File: src/sv/lpdrm_pkg.sv
// lpdrm_pkg: shared types and constants of the led pwm duty ramp mapper
// no dependencies; imported by lpdrm_ctrl, lpdrm_dp and the top level
package lpdrm_pkg;

    localparam int unsigned CFG_IDX_W  = 2;
    localparam int unsigned CFG_DATA_W = 7;

    localparam logic [CFG_IDX_W-1:0] REG_SHORT_PERIOD = 2'd0;
    localparam logic [CFG_IDX_W-1:0] REG_MIN_DUTY     = 2'd1;
    localparam logic [CFG_IDX_W-1:0] REG_MAX_DUTY     = 2'd2;
    localparam logic [CFG_IDX_W-1:0] REG_INVERT       = 2'd3;

    localparam logic [6:0] PCT_FULL   = 7'd100;
    localparam logic [6:0] PCT_HALF   = 7'd50;
    localparam logic [2:0] MAX_STEPS  = 3'd7;

    // x / 100 as (x * 5243) >> 19, exact for x below 43690
    localparam logic [12:0] RECIP_100 = 13'd5243;
    localparam int unsigned RECIP_SH  = 19;

    localparam logic [6:0] OFF_LVL_LONG  = 7'h7F;
    localparam logic [6:0] OFF_LVL_SHORT = 7'h3F;
    localparam logic [6:0] MAX_LVL_LONG  = 7'h7E;
    localparam logic [6:0] MAX_LVL_SHORT = 7'h3E;
    localparam logic [6:0] MIN_LVL       = 7'h01;
    localparam logic [7:0] STRIDE_LONG   = 8'd16;
    localparam logic [7:0] STRIDE_SHORT  = 8'd8;
    localparam logic [7:0] LEN_BIT_SHORT = 8'h80;

    typedef struct packed {
        logic load;
        logic mul;
        logic div;
        logic clamp;
        logic target;
        logic emit_step;
        logic emit_final;
    } t_cmd;

    typedef struct packed {
        logic out_free;
        logic steps_zero;
    } t_status;

endpackage

File: src/sv/led_pwm_duty_ramp_mapper_core.sv
// led_pwm_duty_ramp_mapper_core: top level of the led pwm duty ramp mapper
// depends on lpdrm_pkg, lpdrm_ctrl and lpdrm_dp
// a request is loaded, then passes multiply, divide, clamp, level divide and target,
// then emits n intermediate writes (0 to 7) and a final write, waiting on output stalls;
// the multi-step sequencer and shared divide-by-100 unit take no new request before it
// reset: window 0..100, long period, no inversion, stored on-level 0x01
module led_pwm_duty_ramp_mapper_core
    import lpdrm_pkg::*;
(
    input  logic                  i_clk,
    input  logic                  i_rst_n,
    input  logic                  i_cfg_we,
    input  logic [CFG_IDX_W-1:0]  i_cfg_idx,
    input  logic [CFG_DATA_W-1:0] i_cfg_data,
    input  logic                  i_valid,
    output logic                  o_stall,
    input  logic [7:0]            i_duty_percent,
    input  logic                  i_ramp,
    output logic                  o_valid,
    input  logic                  i_stall,
    output logic [7:0]            o_on_register_value,
    output logic                  o_last
);

    t_cmd    cmd;
    t_status status;

    lpdrm_ctrl u_ctrl (
        .i_clk    (i_clk),
        .i_rst_n  (i_rst_n),
        .i_valid  (i_valid),
        .o_stall  (o_stall),
        .i_status (status),
        .o_cmd    (cmd)
    );

    lpdrm_dp u_dp (
        .i_clk               (i_clk),
        .i_rst_n             (i_rst_n),
        .i_cfg_we            (i_cfg_we),
        .i_cfg_idx           (i_cfg_idx),
        .i_cfg_data          (i_cfg_data),
        .i_duty_percent      (i_duty_percent),
        .i_ramp              (i_ramp),
        .i_cmd               (cmd),
        .o_status            (status),
        .o_valid             (o_valid),
        .i_stall             (i_stall),
        .o_on_register_value (o_on_register_value),
        .o_last              (o_last)
    );

endmodule

File: src/sv/lpdrm_ctrl.sv
// lpdrm_ctrl: sequencing state machine of the duty ramp mapper
// depends on lpdrm_pkg; drives the datapath lpdrm_dp by command struct
module lpdrm_ctrl
    import lpdrm_pkg::*;
(
    input  logic    i_clk,
    input  logic    i_rst_n,
    input  logic    i_valid,
    output logic    o_stall,
    input  t_status i_status,
    output t_cmd    o_cmd
);

    typedef enum logic [6:0] {
        S_IDLE    = 7'b0000001,
        S_MUL     = 7'b0000010,
        S_DIV     = 7'b0000100,
        S_CLAMP   = 7'b0001000,
        S_DIV_LVL = 7'b0010000,
        S_TARGET  = 7'b0100000,
        S_EMIT    = 7'b1000000
    } t_state;

    t_state r_state;
    t_state n_state;

    always_ff @(posedge i_clk) begin
        if (!i_rst_n) begin
            r_state <= S_IDLE;
        end else begin
            r_state <= n_state;
        end
    end

    always_comb begin
        n_state = r_state;
        o_cmd   = '0;
        o_stall = 1'b1;
        unique case (r_state)
            S_IDLE: begin
                o_stall = 1'b0;
                if (i_valid) begin
                    o_cmd.load = 1'b1;
                    n_state    = S_MUL;
                end
            end
            S_MUL: begin
                o_cmd.mul = 1'b1;
                n_state   = S_DIV;
            end
            S_DIV: begin
                o_cmd.div = 1'b1;
                n_state   = S_CLAMP;
            end
            S_CLAMP: begin
                o_cmd.clamp = 1'b1;
                n_state     = S_DIV_LVL;
            end
            S_DIV_LVL: begin
                o_cmd.div = 1'b1;
                n_state   = S_TARGET;
            end
            S_TARGET: begin
                o_cmd.target = 1'b1;
                n_state      = S_EMIT;
            end
            S_EMIT: begin
                if (i_status.out_free) begin
                    if (i_status.steps_zero) begin
                        o_cmd.emit_final = 1'b1;
                        n_state          = S_IDLE;
                    end else begin
                        o_cmd.emit_step = 1'b1;
                    end
                end
            end
            default: begin
                n_state = S_IDLE;
            end
        endcase
    end

endmodule

File: src/sv/lpdrm_dp.sv
// lpdrm_dp: datapath of the duty ramp mapper, config registers and output register
// depends on lpdrm_pkg; commanded by lpdrm_ctrl
module lpdrm_dp
    import lpdrm_pkg::*;
(
    input  logic                  i_clk,
    input  logic                  i_rst_n,
    input  logic                  i_cfg_we,
    input  logic [CFG_IDX_W-1:0]  i_cfg_idx,
    input  logic [CFG_DATA_W-1:0] i_cfg_data,
    input  logic [7:0]            i_duty_percent,
    input  logic                  i_ramp,
    input  t_cmd                  i_cmd,
    output t_status               o_status,
    output logic                  o_valid,
    input  logic                  i_stall,
    output logic [7:0]            o_on_register_value,
    output logic                  o_last
);

    logic       r_short;
    logic [6:0] r_min_duty;
    logic [6:0] r_max_duty;
    logic       r_invert;
    logic [6:0] r_cur_lvl;

    logic [6:0]  r_duty;
    logic        r_ramp;
    logic [13:0] r_prod;
    logic [7:0]  r_q;
    logic [7:0]  r_target;
    logic [7:0]  r_walk;
    logic        r_down;
    logic [2:0]  r_steps;

    logic       r_out_valid;
    logic [7:0] r_out_val;
    logic       r_out_last;

    logic [6:0]  hi;
    logic [6:0]  lo;
    logic [6:0]  span;
    logic [6:0]  off_lvl;
    logic [6:0]  max_lvl;
    logic [7:0]  stride;
    logic [7:0]  len_bit;
    logic [26:0] recip_prod;
    logic [6:0]  scaled;
    logic [6:0]  flipped;
    logic [6:0]  clamped;
    logic [7:0]  lvl_diff;
    logic [7:0]  target;
    logic [6:0]  new_state;
    logic        down;
    logic [6:0]  lvl_gap;
    logic [6:0]  dist_sh;
    logic [2:0]  steps;
    logic [7:0]  walk_next;
    logic        out_free;

    // window and period selection
    always_comb begin
        hi      = (r_max_duty == 7'd0 || r_max_duty > PCT_FULL) ? PCT_FULL : r_max_duty;
        lo      = (r_min_duty >= PCT_FULL || r_min_duty >= hi) ? 7'd0 : r_min_duty;
        span    = hi - lo;
        off_lvl = r_short ? OFF_LVL_SHORT : OFF_LVL_LONG;
        max_lvl = r_short ? MAX_LVL_SHORT : MAX_LVL_LONG;
        stride  = r_short ? STRIDE_SHORT : STRIDE_LONG;
        len_bit = r_short ? LEN_BIT_SHORT : 8'h00;
    end

    assign recip_prod = {13'd0, r_prod} * {14'd0, RECIP_100};

    // rescale, invert and clamp to the window
    always_comb begin
        scaled  = (span != PCT_FULL) ? (lo + r_q[6:0]) : r_duty;
        flipped = PCT_FULL - scaled;
        if (r_invert) begin
            if (flipped > PCT_FULL - lo) begin
                clamped = PCT_FULL - lo;
            end else if (flipped < PCT_FULL - hi) begin
                clamped = PCT_FULL - hi;
            end else begin
                clamped = flipped;
            end
        end else begin
            if (scaled > hi) begin
                clamped = hi;
            end else if (scaled < lo) begin
                clamped = lo;
            end else begin
                clamped = scaled;
            end
        end
    end

    // on level and ramp plan
    always_comb begin
        lvl_diff = {1'b0, off_lvl} - r_q;
        if (r_duty == 7'd0) begin
            target    = {1'b0, r_invert ? max_lvl : MIN_LVL};
            new_state = r_invert ? max_lvl : MIN_LVL;
        end else if (!r_invert && r_duty >= PCT_FULL) begin
            target    = {1'b0, off_lvl};
            new_state = max_lvl;
        end else begin
            if (lvl_diff < {1'b0, MIN_LVL}) begin
                target = {1'b0, MIN_LVL};
            end else if (lvl_diff > {1'b0, max_lvl}) begin
                target = {1'b0, max_lvl};
            end else begin
                target = lvl_diff;
            end
            new_state = target[6:0];
        end
        down    = r_cur_lvl > new_state;
        lvl_gap = down ? (r_cur_lvl - new_state) : (new_state - r_cur_lvl);
        dist_sh = r_short ? (lvl_gap >> 3) : (lvl_gap >> 4);
        steps   = (dist_sh > {4'd0, MAX_STEPS}) ? MAX_STEPS : dist_sh[2:0];
        if (!r_ramp) begin
            steps = 3'd0;
        end
        walk_next = r_down ? (r_walk - stride) : (r_walk + stride);
    end

    assign out_free = !r_out_valid || !i_stall;

    always_ff @(posedge i_clk) begin
        if (!i_rst_n) begin
            r_short     <= 1'b0;
            r_min_duty  <= 7'd0;
            r_max_duty  <= PCT_FULL;
            r_invert    <= 1'b0;
            r_cur_lvl   <= MIN_LVL;
            r_steps     <= 3'd0;
            r_out_valid <= 1'b0;
        end else begin
            if (i_cfg_we) begin
                unique case (i_cfg_idx)
                    REG_SHORT_PERIOD: r_short    <= i_cfg_data[0];
                    REG_MIN_DUTY:     r_min_duty <= i_cfg_data;
                    REG_MAX_DUTY:     r_max_duty <= i_cfg_data;
                    REG_INVERT:       r_invert   <= i_cfg_data[0];
                    default: begin
                    end
                endcase
            end
            if (i_cmd.target) begin
                r_cur_lvl <= new_state;
                r_steps   <= steps;
            end else if (i_cmd.emit_step) begin
                r_steps <= r_steps - 3'd1;
            end
            if (i_cmd.emit_step || i_cmd.emit_final) begin
                r_out_valid <= 1'b1;
            end else if (!i_stall) begin
                r_out_valid <= 1'b0;
            end
        end
    end

    // payload registers
    always_ff @(posedge i_clk) begin
        if (i_cmd.load) begin
            r_duty <= (i_duty_percent > {1'b0, PCT_FULL}) ? PCT_FULL : i_duty_percent[6:0];
            r_ramp <= i_ramp;
        end
        if (i_cmd.mul) begin
            r_prod <= ({7'd0, r_duty} * {7'd0, span}) + {7'd0, PCT_HALF};
        end
        if (i_cmd.div) begin
            r_q <= recip_prod[RECIP_SH+7:RECIP_SH];
        end
        if (i_cmd.clamp) begin
            r_duty <= clamped;
            r_prod <= r_short ? {1'b0, clamped, 6'd0} : {clamped, 7'd0};
        end
        if (i_cmd.target) begin
            r_target <= target;
            r_walk   <= {1'b0, r_cur_lvl};
            r_down   <= down;
        end
        if (i_cmd.emit_step) begin
            r_walk     <= walk_next;
            r_out_val  <= walk_next | len_bit;
            r_out_last <= 1'b0;
        end
        if (i_cmd.emit_final) begin
            r_out_val  <= r_target | len_bit;
            r_out_last <= 1'b1;
        end
    end

    assign o_status.out_free   = out_free;
    assign o_status.steps_zero = (r_steps == 3'd0);

    assign o_valid             = r_out_valid;
    assign o_on_register_value = r_out_val;
    assign o_last              = r_out_last;

endmodule

File: config.mk
export PLATFORM = sky130hd
export DESIGN_NAME = led_pwm_duty_ramp_mapper_core
export DESIGN_NICKNAME = d
export VERILOG_FILES = /design/src/sv/lpdrm_pkg.sv /design/src/sv/led_pwm_duty_ramp_mapper_core.sv /design/src/sv/lpdrm_ctrl.sv /design/src/sv/lpdrm_dp.sv
export SDC_FILE = /design/constraint.sdc
export NUM_CORES = 1
export LEC_CHECK = 0
export BUFFER_PORTS_ARGS = -buffer_cell sky130_fd_sc_hd__buf_2
export CAP_MARGIN = 15
export CORE_MARGIN = 2
export CORE_UTILIZATION = 30
export DETAILED_ROUTE_END_ITERATION = 6
export GPL_TIMING_DRIVEN = 0
export HOLD_SLACK_MARGIN = 0.12
export PLACE_DENSITY_LB_ADDON = 0.08
export SLEW_MARGIN = 30
export SYNTH_ARGS = -nofsm -noshare
export SYNTH_HDL_FRONTEND = slang
export SYNTH_SLANG_ARGS = --single-unit
export TNS_END_PERCENT = 1
File: constraint.sdc
create_clock -name i_clk -period 23.7 [get_ports i_clk]
set_clock_uncertainty 0.2 [all_clocks]
set_input_delay 1.185 -clock i_clk [delete_from_list [all_inputs] [get_ports i_clk]]
set_output_delay 1.185 -clock i_clk [all_outputs]
set_load 0.01 [all_outputs]
==> metrics.yaml <==
floorplan:
  fp.dieW_um: 203
  row_count: 72
  fp.dieH_um: 203
  ioPinCount: 34
  dieArea_sq_um: 41000
  core_area_sq_um: 38700
  start_util_pct: 30.5
power_and_ir_drop:
  ir_drop_uv: 46.3
  totalPowerFinal_uw: 1100
  power.leakage_uw: 0.00591
  p_per_area_nw_per_um2: 85.1
final_layout:
  fin_nets: 1639
  n_antenna_cell: 0
  drive_above_1_share_pct: 7.85
  areaGrowthSynthToFinish_pct: 9.62
  design_area_sq_um: 13000
synth:
  synth_edf_count: 55
  ys_types: 85
  synth_seq_area_share_pct: 19.9
  synthAdderAreaFrac_pct: 35.8
  synth.top_cell.area_share_pct: 20.1
  synth_area_sq_um: 11800
  avgSynthCellArea_sq_um: 9.18
  syn_nets: 1594
  ys_seq_elements: 90
  async_flop_share_pct: 0
  synth_compound_area_share_pct: 15.0
  synth_xor_area_share_pct: 3.84
  yosys-top-cells-area: "ha_1 (20%), fa_1 (16%), edfxtp_1 (14%)"
  synth_simple_gate_area_share_pct: 15.0
  yosysWarnings: 0
  yosys.area.top_type: "ha_1"
  ys.flop_type: "edfxtp_1"
  synth_top_family_by_area: "adder cells"
  synth_cells: 1288
  synth.area.mux_share_pct: 2.88
timing:
  slew_headroom_pct: 36.3
  finalHoldViolCount: 0
  rsz0062_at_grt: "no"
  worst-slew-pin-transition_ps: 956
  layout_setup_ws_ps: 13460
  fmax_mhz: 97.7
  timing.final.crit_period_ps: 10240
  setup_viol: 0
  finalCritPeriodShare_pct: 43.2
  final_max_slew_viol_count: 0
  totalNegativeSetupSlack_ps: 0
  hold_slack_ps: 254
critical_path:
  path_class: "flip-flop to flip-flop"
  cp_data_arrival_time_ps: 10130
  crit_fanout: 10
  crit_required_ps: 23590
  startpoint_type: "flip-flop"
  end_kind: "flip-flop"
  cpPeakStageDelay_ps: 540
  slowest_stage: "a311oi_4"
  cp_common_cell: "fa_1"
routing:
  wl_met3_um: 662
  first_iter_violations: 380
  wl_met2_um: 14100
  wl_um: 31200
  wl_per_cell_um: 16.8
  drt-met1-wl_um: 16100
  drt_first_pass_iters: 5
  drc_errors: 0
  vias: 8932
  ant_nets: 0
  vias_per_cell: 4.81
  top_layer_used: "met4"
global_route:
  antenna_found_initial: 0
  first_global_vias: 9241
  grt_pass1_wl_um: 50800
  grt_usage_pct: 15.9
  overflow: 0
  grt_max_degree: 18
cts:
  clk_pin_slew_ps: 70
  clk_root_buffer_cell: "clkbuf_16"
  cts_htree_levels: 3
  clk_latency_ps: 370
  cts_made_buffers: 9
  hold_buffers: 0
  cts_tree: "yes"
  cts.repair.resized: 0
  postCtsSetupBuffers: 0
  cts_max_path_buffers: 2
  clock_sinks: 90
status:
  status: "complete, no violations"
place:
  post-place-ws_ps: 13490
  place.gp.congestion: 0.830
  dpl.hpwl_um: 26100
  dpl-instance-area_sq_um: 12700
  io_buffers: 33
worst_hold_path:
  hold_path.class: "flip-flop to flip-flop"
run:
  drv_cap: 0
==> state kept, by name (all words and copies together), names as in the netlist <==
register,cells
u_dp.r_walk,8
u_dp.o_valid,1
u_dp.r_down,1
u_dp.r_q,8
u_dp.r_duty,7
u_dp.r_steps,3
u_dp.o_on_register_value,8
u_dp.r_target,8
u_dp.r_cur_lvl,7
u_dp.r_prod,14
u_dp.o_last,1
u_dp.r_max_duty,7
u_dp.r_ramp,1
u_dp.r_short,1
u_dp.r_invert,1
u_dp.r_min_duty,7
u_ctrl.r_state,7
==> area by class of cell <==
cell class	instances	area, sq um
fillers	4093	25800
multi-input cells	961	8600
flip-flops and latches	90	2350
inverters	211	792
well taps	518	648
clock buffers	10	250
repair buffers	34	170
plain buffers	26	100
clock inverters	6	51.3
==> power breakdown <==
group,switching [uW],internal (uW)
logic,424,327
clock network,72.3,79.6
registers,8.77,191
==> worst paths after layout <==
check / from / endpoint / slack, ps / depth (start not counted)
worst min-delay path: u_dp.o_last$_SDFFE_PP1P_ / u_dp.o_last$_SDFFE_PP1P_ / 250 / 1
worst min register to register: u_dp.o_last$_SDFFE_PP1P_ / u_dp.o_last$_SDFFE_PP1P_ / 250 / 1
worst max-delay path: u_dp.r_max_duty[3]$_SDFFE_PN0P_ / u_dp.r_prod[13]$_DFFE_PP_ / 13460 / 37
worst max register to register: u_dp.r_max_duty[3]$_SDFFE_PN0P_ / u_dp.r_prod[13]$_DFFE_PP_ / 13460 / 37
==> per-stage QoR <==
stage | cells | util [%]
3_3_place_gp | 1839 | 32.6
2_1_floorplan | 1288 | -
3_5_place_dp | 1840 | 32.7
4_1_cts | 1856 | 33.5
5_1_grt | 1856 | 33.5
6_report | 1856 | 33.5
==> cells in the mapped netlist (6+ instances only) <==
cell	instances
edfxtp_1	55
ha_1	190
a31oi_1	7
inv_1	209
mux2_2	16
xor2_1	12
and2_1	30
a21boi_0	18
o221ai_1	10
nand4_1	9
dfxtp_1	35
nor2_1	75
or3_1	6
a211oi_1	12
nor3_1	25
fa_1	93
and3_1	8
o21a_1	13
o22ai_1	8
nand2_1	91
nand2b_1	15
o211ai_1	10
or2_2	7
o21ai_0	59
nor2b_1	33
xnor2_1	33
clkbuf_1	23
mux2i_1	16
nand3_1	16
a21o_1	19
a21oi_1	42
==> cells by family (layout without fill, tap and decap cells) <==
family,count (synthesis),count (layout)
AND/OR/NAND/NOR,346,346
other,1,1
adder cells (fa/ha/maj),283,283
multiplexers,32,32
XOR/XNOR,48,48
AO/OA/AOI/OAI,251,251
buffers and inverters,237,287
flip-flops,90,90
==> per-layer routing <==
| metal | up-vias | global-route usage, % |
|---|---|---|
| met2 | 95 | 26.0 |
| met1 | 4297 | 22.4 |
| met5 | - | 0 |
| li1 | 4521 | - |
| met3 | 19 | 2.13 |
| met4 | 0 | 3.28 |
==> worst max-delay path, delay by kind of cell (launching register included) <==
kind / cells / cell delay [ps]
XOR/XNOR: 3 / 770
AND/OR/NAND/NOR: 6 / 1170
adder cells (fa/ha/maj): 8 / 3370
flip-flops: 1 / 370
buffers and inverters: 5 / 910
AO/OA/AOI/OAI: 15 / 3120
==> layout by cell type, fill, tap and decap left out, types with 4 or more instances in the layout <==
master and count:
xor2_1 12, mux2_2 16, ha_1 190, or3_1 6, a21boi_0 18, nor4_1 5
nor3b_1 4, o21ai_0 58, xnor2_1 33, and2_1 30, nand2_1 91, inv_1 209
edfxtp_1 55, nor2_1 73, nand4_1 9, mux2i_1 16, buf_2 36, a211oi_1 12
and3_1 8, a311oi_1 4, o21a_1 13, or2_2 7, fa_1 93, o221ai_1 10
clkbuf_16 10, a21oi_1 42, nor3_1 25, a31oi_1 7, dfxtp_1 35, nor2b_1 33
o22ai_1 8, a31o_2 4, o211ai_1 10, clkbuf_1 23, a21o_1 19, nand2b_1 15
nand3_1 16
Note: power is estimated with default switching activity, not from simulation.
